<file path="src/design/sliding_window_sender_assert.svh">
// Assertion macros used by the sliding window sender RTL.
`ifndef SLIDING_WINDOW_SENDER_ASSERT_SVH
`define SLIDING_WINDOW_SENDER_ASSERT_SVH

// Same-cycle implication, checked out of reset.
`define SWS_ASSERT_NOW(lbl, ante, cons, msg) \
  lbl: assert property (@(posedge clk) disable iff (!rst_n) (ante) |-> (cons)) \
    else $error(msg);

// Next-cycle implication, checked out of reset.
`define SWS_ASSERT_NEXT(lbl, ante, cons, msg) \
  lbl: assert property (@(posedge clk) disable iff (!rst_n) (ante) |=> (cons)) \
    else $error(msg);

`endif

</file>
<file path="src/design/sws_pkg.sv">
`timescale 1ns / 1ps
package sws_pkg;

  // Event codes carried by an input transfer.
  typedef enum logic [1:0] {
    ACT_SEND = 2'd0,
    ACT_ACK  = 2'd1,
    ACT_TICK = 2'd2,
    ACT_OPEN = 2'd3
  } action_t;

  // Configuration register indexes.
  localparam int unsigned CFG_IDX_W = 2;
  localparam logic [CFG_IDX_W-1:0] CFG_WINDOW_LIMIT  = 2'd0;
  localparam logic [CFG_IDX_W-1:0] CFG_TIMEOUT_TICKS = 2'd1;
  localparam int unsigned CFG_DATA_W = 16;

  // Register reset values.
  localparam logic [5:0]  WINDOW_LIMIT_RST  = 6'd30;
  localparam logic [15:0] TIMEOUT_TICKS_RST = 16'd1000;

  typedef struct packed {
    action_t     action;
    logic [31:0] ack_number;
    logic        checksum_ok;
    logic [15:0] credit_grant;
  } sws_in_t;

  typedef struct packed {
    logic        accepted;
    logic [31:0] seq_number;
    logic        resend;
    logic [5:0]  released;
    logic [5:0]  occupancy;
    logic [15:0] credit_left;
  } sws_out_t;

endpackage

</file>
<file path="src/design/sliding_window_sender.sv">
`timescale 1ns / 1ps
// Channel | Direction | Handshake          | Payload
// in_     | input     | in_valid/in_stall  | sws_pkg::sws_in_t
// out_    | output    | out_valid/out_stall| sws_pkg::sws_out_t
// cfg_    | input     | cfg_valid/cfg_ready| cfg_index, cfg_data
//
// One item per cycle while in_stall is low: each event updates the window
// pointers, credit and clock, and its result is registered for one transfer.
// The head stamp is read from the stamp RAM in the cycle before, at the next
// head slot, with a bypass for a write to that same slot.
// Reset is synchronous; the stamp RAM needs no clearing pass.
// in_stall is raised only while a held result is stalled at the output.
module sliding_window_sender #(
  parameter int unsigned WINDOW_DEPTH = 32
) (
  input  logic                            clk,
  input  logic                            rst_n,
  input  logic                            in_valid,
  output logic                            in_stall,
  input  sws_pkg::sws_in_t                in_data,
  output logic                            out_valid,
  input  logic                            out_stall,
  output sws_pkg::sws_out_t               out_data,
  input  logic                            cfg_valid,
  output logic                            cfg_ready,
  input  logic [sws_pkg::CFG_IDX_W-1:0]   cfg_index,
  input  logic [sws_pkg::CFG_DATA_W-1:0]  cfg_data
);

  import sws_pkg::*;

  `include "sliding_window_sender_assert.svh"

  localparam int unsigned SLOT_W = $clog2(WINDOW_DEPTH);
  localparam int unsigned CNT_W  = $clog2(WINDOW_DEPTH + 1);
  localparam int unsigned SUM_W  = CNT_W + 1;
  localparam int unsigned CMP_W  = (CNT_W > 6) ? CNT_W : 6;

  // Configuration registers
  logic [5:0]  window_limit_r;
  logic [15:0] timeout_ticks_r;

  // Window state
  logic [SLOT_W-1:0] head_slot_r,   head_slot_nxt;
  logic [CNT_W-1:0]  entry_count_r, entry_count_nxt;
  logic [31:0]       head_seq_r,    head_seq_nxt;
  logic [31:0]       next_seq_r,    next_seq_nxt;
  logic [15:0]       credit_r,      credit_nxt;
  logic [31:0]       now_r,         now_nxt;

  // Result register
  logic     out_valid_r;
  sws_out_t out_data_r, out_data_nxt;

  // Stamp RAM and head bypass
  logic              ram_we;
  logic [SLOT_W-1:0] ram_waddr;
  logic [31:0]       ram_wdata;
  logic [31:0]       ram_rdata;
  logic              byp_hit_r, byp_hit_nxt;
  logic [31:0]       byp_data_r;
  logic [31:0]       head_stamp;

  // Datapath intermediates
  logic              in_fire;
  logic [CMP_W-1:0]  limit_eff;
  logic              can_send;
  logic [SUM_W-1:0]  tail_sum;
  logic [SLOT_W-1:0] tail_slot;
  logic [31:0]       ack_dist;
  logic              ack_ok;
  logic [CNT_W-1:0]  rel_cnt;
  logic [SUM_W-1:0]  head_sum;
  logic [16:0]       credit_sum;
  logic [31:0]       tick_now;
  logic [31:0]       head_age;
  logic              time_out;

  assign in_fire   = in_valid && !in_stall;
  assign in_stall  = out_valid_r && out_stall;
  assign out_valid = out_valid_r;
  assign out_data  = out_data_r;
  assign cfg_ready = 1'b1;

  // Configuration writes; unknown indexes are dropped.
  always_ff @(posedge clk) begin
    if (!rst_n) begin
      window_limit_r  <= WINDOW_LIMIT_RST;
      timeout_ticks_r <= TIMEOUT_TICKS_RST;
    end else if (cfg_valid && cfg_ready) begin
      if (cfg_index == CFG_WINDOW_LIMIT) begin
        window_limit_r <= cfg_data[5:0];
      end
      if (cfg_index == CFG_TIMEOUT_TICKS) begin
        timeout_ticks_r <= cfg_data[15:0];
      end
    end
  end

  // The head stamp is the registered RAM read unless the head slot was
  // written in the same cycle as the read was issued.
  assign head_stamp = byp_hit_r ? byp_data_r : ram_rdata;

  // Admission check against the limit clipped to the window depth and nonzero credit.
  always_comb begin
    limit_eff = (CMP_W'(window_limit_r) > CMP_W'(WINDOW_DEPTH)) ?
                CMP_W'(WINDOW_DEPTH) : CMP_W'(window_limit_r);
    can_send  = (CMP_W'(entry_count_r) < limit_eff) && (credit_r != 16'd0);
  end

  // Slot after the last entry, wrapped once.
  always_comb begin
    tail_sum  = SUM_W'(head_slot_r) + SUM_W'(entry_count_r);
    if (tail_sum >= SUM_W'(WINDOW_DEPTH)) begin
      tail_sum = tail_sum - SUM_W'(WINDOW_DEPTH);
    end
    tail_slot = tail_sum[SLOT_W-1:0];
  end

  // Cumulative ack: number of entries freed and the new head slot.
  always_comb begin
    ack_dist = in_data.ack_number - head_seq_r;
    ack_ok   = in_data.checksum_ok && (entry_count_r != '0) && !ack_dist[31];
    rel_cnt  = (ack_dist >= 32'(entry_count_r)) ? entry_count_r :
               CNT_W'(ack_dist + 32'd1);
    head_sum = SUM_W'(head_slot_r) + SUM_W'(rel_cnt);
    if (head_sum >= SUM_W'(WINDOW_DEPTH)) begin
      head_sum = head_sum - SUM_W'(WINDOW_DEPTH);
    end
    credit_sum = {1'b0, credit_r} + 17'(rel_cnt);
  end

  // Tick: age of the head entry against the timeout.
  always_comb begin
    tick_now = now_r + 32'd1;
    head_age = tick_now - head_stamp;
    time_out = (entry_count_r != '0) && (head_age > 32'(timeout_ticks_r));
  end

  // Next state, stamp write and result for the accepted event.
  always_comb begin
    head_slot_nxt   = head_slot_r;
    entry_count_nxt = entry_count_r;
    head_seq_nxt    = head_seq_r;
    next_seq_nxt    = next_seq_r;
    credit_nxt      = credit_r;
    now_nxt         = now_r;
    ram_we          = 1'b0;
    ram_waddr       = tail_slot;
    ram_wdata       = now_r;
    out_data_nxt    = '0;
    if (in_fire) begin
      unique case (in_data.action)
        ACT_SEND: begin
          if (can_send) begin
            credit_nxt              = credit_r - 16'd1;
            ram_we                  = 1'b1;
            entry_count_nxt         = entry_count_r + CNT_W'(1);
            next_seq_nxt            = next_seq_r + 32'd1;
            out_data_nxt.accepted   = 1'b1;
            out_data_nxt.seq_number = next_seq_r;
          end
        end
        ACT_ACK: begin
          if (ack_ok) begin
            entry_count_nxt       = entry_count_r - rel_cnt;
            head_slot_nxt         = head_sum[SLOT_W-1:0];
            head_seq_nxt          = head_seq_r + 32'(rel_cnt);
            credit_nxt            = credit_sum[16] ? 16'hFFFF : credit_sum[15:0];
            out_data_nxt.released = 6'(rel_cnt);
          end
        end
        ACT_TICK: begin
          now_nxt = tick_now;
          if (time_out) begin
            ram_we                  = 1'b1;
            ram_waddr               = head_slot_r;
            ram_wdata               = tick_now;
            out_data_nxt.resend     = 1'b1;
            out_data_nxt.seq_number = head_seq_r;
          end
        end
        ACT_OPEN: begin
          credit_nxt      = in_data.credit_grant;
          entry_count_nxt = '0;
          head_slot_nxt   = '0;
          head_seq_nxt    = 32'd1;
          next_seq_nxt    = 32'd1;
        end
        default: begin
        end
      endcase
    end
    out_data_nxt.occupancy   = 6'(entry_count_nxt);
    out_data_nxt.credit_left = credit_nxt;
    byp_hit_nxt              = ram_we && (ram_waddr == head_slot_nxt);
  end

  // Window state and result valid.
  always_ff @(posedge clk) begin
    if (!rst_n) begin
      head_slot_r   <= '0;
      entry_count_r <= '0;
      head_seq_r    <= 32'd1;
      next_seq_r    <= 32'd1;
      credit_r      <= '0;
      now_r         <= '0;
      out_valid_r   <= 1'b0;
      byp_hit_r     <= 1'b0;
    end else begin
      head_slot_r   <= head_slot_nxt;
      entry_count_r <= entry_count_nxt;
      head_seq_r    <= head_seq_nxt;
      next_seq_r    <= next_seq_nxt;
      credit_r      <= credit_nxt;
      now_r         <= now_nxt;
      byp_hit_r     <= byp_hit_nxt;
      if (in_fire) begin
        out_valid_r <= 1'b1;
      end else if (!out_stall) begin
        out_valid_r <= 1'b0;
      end
    end
  end

  // Result payload and bypass data.
  always_ff @(posedge clk) begin
    if (in_fire) begin
      out_data_r <= out_data_nxt;
    end
    byp_data_r <= ram_wdata;
  end

  // Send stamps, read at the next head slot.
  sws_ram #(
    .WIDTH (32),
    .DEPTH (WINDOW_DEPTH)
  ) u_stamps (
    .clk   (clk),
    .we    (ram_we),
    .waddr (ram_waddr),
    .wdata (ram_wdata),
    .raddr (head_slot_nxt),
    .rdata (ram_rdata)
  );

  `SWS_ASSERT_NOW(a_occ_bound, 1'b1, entry_count_r <= CNT_W'(WINDOW_DEPTH), "window overfilled")
  `SWS_ASSERT_NEXT(a_fire_valid, in_fire, out_valid_r, "accepted event produced no result")
  `SWS_ASSERT_NEXT(a_resend_stamp, in_fire && (in_data.action == ACT_TICK) && time_out, head_stamp == now_r, "head stamp not refreshed on resend")
  `SWS_ASSERT_NOW(a_seq_match, out_valid_r && out_data_r.accepted, out_data_r.seq_number == next_seq_r - 32'd1, "admitted sequence out of step")

endmodule

</file>
<file path="src/design/sws_ram.sv">
`timescale 1ns / 1ps
module sws_ram #(
  parameter int unsigned WIDTH = 32,
  parameter int unsigned DEPTH = 32
) (
  input  logic                     clk,
  input  logic                     we,
  input  logic [$clog2(DEPTH)-1:0] waddr,
  input  logic [WIDTH-1:0]         wdata,
  input  logic [$clog2(DEPTH)-1:0] raddr,
  output logic [WIDTH-1:0]         rdata
);

  logic [WIDTH-1:0] mem [DEPTH];

  // One write port and one registered read port.
  always_ff @(posedge clk) begin
    if (we) begin
      mem[waddr] <= wdata;
    end
    rdata <= mem[raddr];
  end

endmodule
</file>
<file path="config.mk">
export PLATFORM = sky130hd
export DESIGN_NAME = sliding_window_sender
export DESIGN_NICKNAME = d
export VERILOG_FILES = /design/src/design/sws_pkg.sv /design/src/design/sliding_window_sender.sv /design/src/design/sws_ram.sv
export VERILOG_INCLUDE_DIRS = /design/src /design/src/design
export SDC_FILE = /design/constraint.sdc
export NUM_CORES = 2
export LEC_CHECK = 0
export ABC_AREA = 1
export BUFFER_PORTS_ARGS = -buffer_cell sky130_fd_sc_hd__buf_2
export CORE_AREA = 2 2 288 361
export DETAILED_ROUTE_END_ITERATION = 6
export DIE_AREA = 0 0 290 363
export GPL_ROUTABILITY_DRIVEN = 0
export HOLD_SLACK_MARGIN = 0.1
export PLACE_DENSITY = 0.87
export SETUP_SLACK_MARGIN = 0.5
export SLEW_MARGIN = 20
export SYNTH_ARGS = -nofsm -noshare
export SYNTH_HDL_FRONTEND = slang
export SYNTH_HIERARCHICAL = 1
export SYNTH_SLANG_ARGS = --single-unit
</file>
<file path="constraint.sdc">
create_clock -name clk -period 8.47 [get_ports clk]
set_input_delay 1.694 -clock clk [delete_from_list [all_inputs] [get_ports clk]]
set_output_delay 1.694 -clock clk [all_outputs]
set_load 0.01 [all_outputs]
</file>
# Word level (Yosys, flattened, before mapping)
# Memories as Yosys holds them, arrays and structs flattened. A register that Yosys moved wholly into a read port is not among the register bits.
# Index checks and enable logic that the tools add are counted.
# word_totals
regBits,241
ram_bits,1024
memories,1
# op_classes
n_addsub,14
order_cmp,6
n_eq_ne,8
n_mux,38
n_reduce_logical,21
# memory_table
name,depth,word_bits,read_ports,rd_ports_with_merged_regs,wr,line,text
u_stamps.mem,32,32,1,1,1,sws_ram.sv:14,logic [WIDTH-1:0] mem [DEPTH];
# op_table
operator,n
$mux 32,6
$pmux 32 s2,3
$mux 33,2
$add 32x1->32 const B,2
$mux 16,4
$sub 32x32->32,2
$pmux 16 s3,1
$mux 5,7
$add 32x6->32,1
$ge 32x6->1,1
$gt 32x16->1,1
$mux 6,5
$pmux 6 s3,1
$add 16x6->17,1
$reduce_bool 16->1,1
$sub 16x1->16 const B,1
$add 5x6->7,2
$ge 7x6->1 const B,2
$add 6x1->6 const B,2
$pmux 5 s2,1
$sub 5x1->5 const B,2
$reduce_and 2->1,4
$logic_and 1x1->1,7
$mux 1,7
14 further kinds,21

# Longest topological paths before layout
# depth
ltp_word,11
mapped_depth,41
depth_no_buf,41

# By module
# Netlist, hierarchy kept.
# by_module_without_submodules
module,instances,cells_each,area_per_inst_um2
sws_ram,1,3536,42405.7
sliding_window_sender,1,2735,18227.5

# Worst setup path after synthesis
# OpenSTA, ideal clock, no wires.
# synth_timing
kind,input port to flip-flop
start,input in_data[17] (netlist bit)
end,register head_seq_r[23]
arrival_ns,6.600
required_ns,8.340
setup_slack_ns,1.740
path_stages,35
path_buffers,0
cell_sequence,inv_1 -> ha_1 -> fa_1 -> inv_1 -> nand3_1 -> nand3_1 -> xor2_1 -> ha_1 -> nand2_1 -> inv_1 -> nand2_1 -> a21oi_1 -> nand3b_1 -> inv_1 -> o2111ai_1 -> o21ai_0 -> inv_1 -> ha_1 -> a21oi_1 -> o21bai_1 -> nand2_1 -> inv_1 -> or2_2 -> a21oi_1 -> nor2_1 -> o21ai_0 -> inv_1 -> nand2_4 -> nor3_4 -> nand2_2 -> nor2_4 -> nand3_4 -> clkinv_2 -> a21oi_1 -> nor3_2
# synth_via
elab_chain_cells,6
word_cells_on_any_way,11
cone_classes,add/sub: 3; order compare: 1; eq/ne: 1; mux: 3; reduce/logical: 3
# synth_lines
item,line,text
"start, declared",sliding_window_sender.sv:20,"input sws_pkg::sws_in_t in_data,"
$sub 32x32->32 (*),sliding_window_sender.sv:122,ack_dist = in_data.ack_number - head_seq_r;
$ge 32x6->1 or $add 6x1->6 (tied branches),"sliding_window_sender.sv:124, sliding_window_sender.sv:125",
$mux 6 (*),sliding_window_sender.sv:124,rel_cnt = (ack_dist >= 32'(entry_count_r)) ? entry_count_r :
via rel_cnt[1],sliding_window_sender.sv:72,logic [CNT_W-1:0] rel_cnt;
$add 32x6->32 (*),sliding_window_sender.sv:168,head_seq_nxt = head_seq_r + 32'(rel_cnt);
$mux 32 (*),sliding_window_sender.sv:165,if (ack_ok) begin
$pmux 32 s2 (*),sliding_window_sender.sv:153,unique case (in_data.action)
"end signal, assigned",sliding_window_sender.sv:213,head_seq_r <= head_seq_nxt;
"end, declared",sliding_window_sender.sv:46,"logic [31:0] head_seq_r, head_seq_nxt;"
# The timed path passes the listed nets; every way through them passes the cells marked *. The select of a mux whose other input is x is not followed.
# A chain may end at the register's enable or synchronous reset.

# Worst setup path in the final report
# layout_timing
start,register now_r[1]
end,memory u_stamps.mem[20][1] (enable)
# layout_via
word_cells_on_any_way,12
cone_classes,add/sub: 2; order compare: 1; mux: 8; reduce/logical: 1
# layout_lines
item,line,text
"start, declared",sliding_window_sender.sv:49,"logic [31:0] now_r, now_nxt;"
"start signal, assigned",sliding_window_sender.sv:216,now_r <= now_nxt;
$add 32x1->32,sliding_window_sender.sv:135,tick_now = now_r + 32'd1;
via tick_now[28],sliding_window_sender.sv:75,logic [31:0] tick_now;
$sub 32x32->32,sliding_window_sender.sv:136,head_age = tick_now - head_stamp;
$gt 32x16->1,sliding_window_sender.sv:137,time_out = (entry_count_r != '0) && (head_age > 32'(timeout_ticks_r));
$logic_and 1x1->1,sliding_window_sender.sv:137,
$mux 5,sliding_window_sender.sv:175,if (time_out) begin
$mux 5,sliding_window_sender.sv:153,
$mux 5,sliding_window_sender.sv:152,if (in_fire) begin
via ram_waddr[1],sliding_window_sender.sv:57,logic [SLOT_W-1:0] ram_waddr;
"end, declared",sws_ram.sv:14,
# The timed path passes the listed nets, and every way through them passes these cells.

==> run_results.csv <==
group,metric,value,unit
outcome,status,"complete, but fails checks",
outcome,failed_checks,"DRC",
clock_network,clk_latency,0.77,ns
die,core-area,102000,um^2
synth,ys_ff_latch,1297,
sta,period_share,0.878,
grt,grt-ovfl-total,0,
grt,grt_pass1_vias,48200,
critical_path,crit_fanout,16,
sta,fin_ws,1.03,ns
critical_path,path_class,"reg -> reg",
critical_path,crit_path_end_kind,"flop",
power,power.leakage,26.7,nW
clock_network,cts_sinks,1297,
drt,first_pass_iters,7,
synth,synth_edf_count,1086,
clock_network,cts-buffers-inserted,114,
synth,synth.area.top_cells,"edfxtp_1 (54%), nand2_1 (13%), nand3_1 (7.6%)",
finish,syn_to_final_growth,10.3,%
grt,grt.total_usage,0.315,
clock_network,cts_root_buffer,"clkbuf_16",
synth,synthMuxAreaShare,0.00514,
drt,ant_nets,0,
synth,ys.flop_type,"edfxtp_1",
critical_path,cp.arrival,7.87,ns
synth,synth.yosys.warnings,6,
synth,synth_top_area_share,0.538,
synth,synth_fa_ha_area_frac,0.0271,
finish,final_common_cell,"nand2_1",
synth,synthCells,6271,
power,power,13.4,mW
power,p_per_area,200,nW/um^2
sta,drv_slew,0,
die,ioPinCount,139,
sta,rsz0062_at_grt,"false",
synth,syn_area,60600,um^2
sta,skew,0.0807,ns
sta,fmax,134,MHz
drt,drt-total-wl,170,mm
synth,yosys.area_share.xor_xnor,0.0111,
clock_network,postCtsSetupBuffers,0,
critical_path,crit_slowest_cell,"nor2_4",
sta,final.min_clock_period,7.44,ns
die,die_area,105000,um^2
synth,avgSynthCellArea,9.67,um^2
clock_network,clockBufferDepth,3,
finish,fillers,6775,
drt,avgViaCountPerCell,6.31,
sta,relSlewSlack,0.313,
finish,drive_gt1_frac,0.0906,
clock_network,htree_levels,3,
die,die_x,290,um
synth,yosys.area.top_type,"edfxtp_1",
synth,synth-simple-area-share,0.246,
min_path,hp-class,"reg -> reg",
flow_run,max_cap_viol_count,0,
drt,initialDrtViolationCount,7347,
sta,setup_viol,0,
grt,grt_start_max_net_pins,196,
synth,syn_nets,6472,
synth,synth_top_family_by_area,"simple AND/OR/NAND/NOR gates",
clock_network,hold_buffers,0,
place,dp_cells,7581,
die,rows,131,
grt,antenna_found_initial,2,
synth,ys_seq_area_frac,0.608,
finish,mostFrequentLayoutCells,"nand2_1 (2098), edfxtp_1 (1086), nand3_1 (916)",
die,start_util,0.596,
synth,synth-async-reset-ratio,0,
critical_path,start_kind,"flop",
drt,drc,5,
sta,finalHoldViolCount,0,
finish,diodes,0,
drt,wl_per_cell,21.8,um
clock_network,cts-resized-gates,0,
synth,synth_compound_area_frac,0.0452,
synth,ys_types,68,
die,fp.dieH,363,um
power,ir_drop,0.000203,V
clock_network,cts_tree,"done",
critical_path,critPathMaxStageDelay,0.93,ns
grt,grt_pass1_wl,260,mm
critical_path,crit_required,8.91,ns
place,post-dp-hpwl,98.7,mm
finish,nets,6568,
drt,vias,49200,
finish,final_core_util,0.657,
clock_network,cts.clk_slew.worst_paths,0.06,ns
place,port-buffer-count,137,
finish,final_cells,7798,
sta,tightest_slew,1.03,ns
critical_path,path_common_cell,"nand2_1",
place,dp_slack,1.26,ns
sta,tns,0,ns
[state kept, by name, indices dropped and copies added, names as in the netlist, 6 cells and up]
name	cells
u_stamps/mem	1024
out_data	62
byp_data_r	32
head_seq_r	32
next_seq_r	32
now_r	32
u_stamps/rdata	32
credit_r	16
timeout_ticks_r	16
entry_count_r	6
window_limit_r	6
[logic make-up after synthesis]
kind of cell | Yosys count
AND/OR/NAND/NOR | 3503
adder cells (fa/ha/maj) | 127
multiplexers | 31
flip-flops | 1297
buffers and inverters | 732
XOR/XNOR | 77
other | 1
AO/OA/AOI/OAI | 503
[report_power, final]
group          internal [mW]  total, mW  switching [mW]
clock network           3.13       5.52            2.39
logic                  0.255      0.845           0.590
registers               6.98       7.02          0.0418
total                   10.4       13.4            3.02
[worst max-delay path, delay by kind of cell (launching register included)]
kind,cells,cell delay (ns)
DFF,1,0.41
buffers and inverters,5,0.72
xor gates and xnor gates,1,0.35
and+or+nand+nor,29,5.05
adders and majority gates,2,0.57
[cell usage after synthesis (12+ instances only)]
cell type	n
inv_2	12
ha_1	120
o22ai_1	26
dfxtp_1	211
a21oi_1	215
inv_1	442
nor2_2	17
nor2_1	275
nand2_1	2099
buf_4	25
nand2_2	21
buf_2	86
buf_1	23
edfxtp_1	1086
mux2i_1	30
nor3_1	54
clkbuf_1	65
nand3b_1	14
xor2_1	67
o21ai_0	190
nand3_1	916
nor4_1	18
nand4_1	48
buf_6	68
[path summary, 6_finish.rpt]
| kind | start | end | slack [ns] | cells past startpoint |
|---|---|---|---|---|
| max | now_r[1] | u_stamps/mem[20][1] | 1.03 | 37 |
| min | timeout_ticks_r[10] | timeout_ticks_r[10] | 0.47 | 2 |
| max reg2reg | now_r[1] | u_stamps/mem[20][1] | 1.03 | 37 |
| min reg2reg | timeout_ticks_r[10] | timeout_ticks_r[10] | 0.47 | 2 |
[final cells by class]
class / count / area (um^2) / area share
Tap cell: 1330 / 1660 / 0.0249
Sequential cell: 1297 / 36800 / 0.551
Clock buffer: 143 / 3060 / 0.0458
Multi-Input combinational cell: 4242 / 20800 / 0.311
Clock inverter: 74 / 943 / 0.0141
Timing Repair Buffer: 250 / 1820 / 0.0272
Inverter: 462 / 1760 / 0.0263
[stage by stage]
step / cell area (um^2) / hold WS [ns]
6_report: 66900 / 0.466
5_1_grt: 66900 / 0.498
4_1_cts: 66800 / 0.471
3_5_place_dp: 62800 / 0.461
3_3_place_gp: 62800 / 0.450
2_1_floorplan: 60600 / 0.423
[layer usage]
layer | routed length (um) | track usage
met5 | 26 | 0
met4 | 12000 | 0.205
met3 | 21600 | 0.0699
met2 | 80600 | 0.529
met1 | 55900 | 0.367
(Power assumes the default switching activity.)
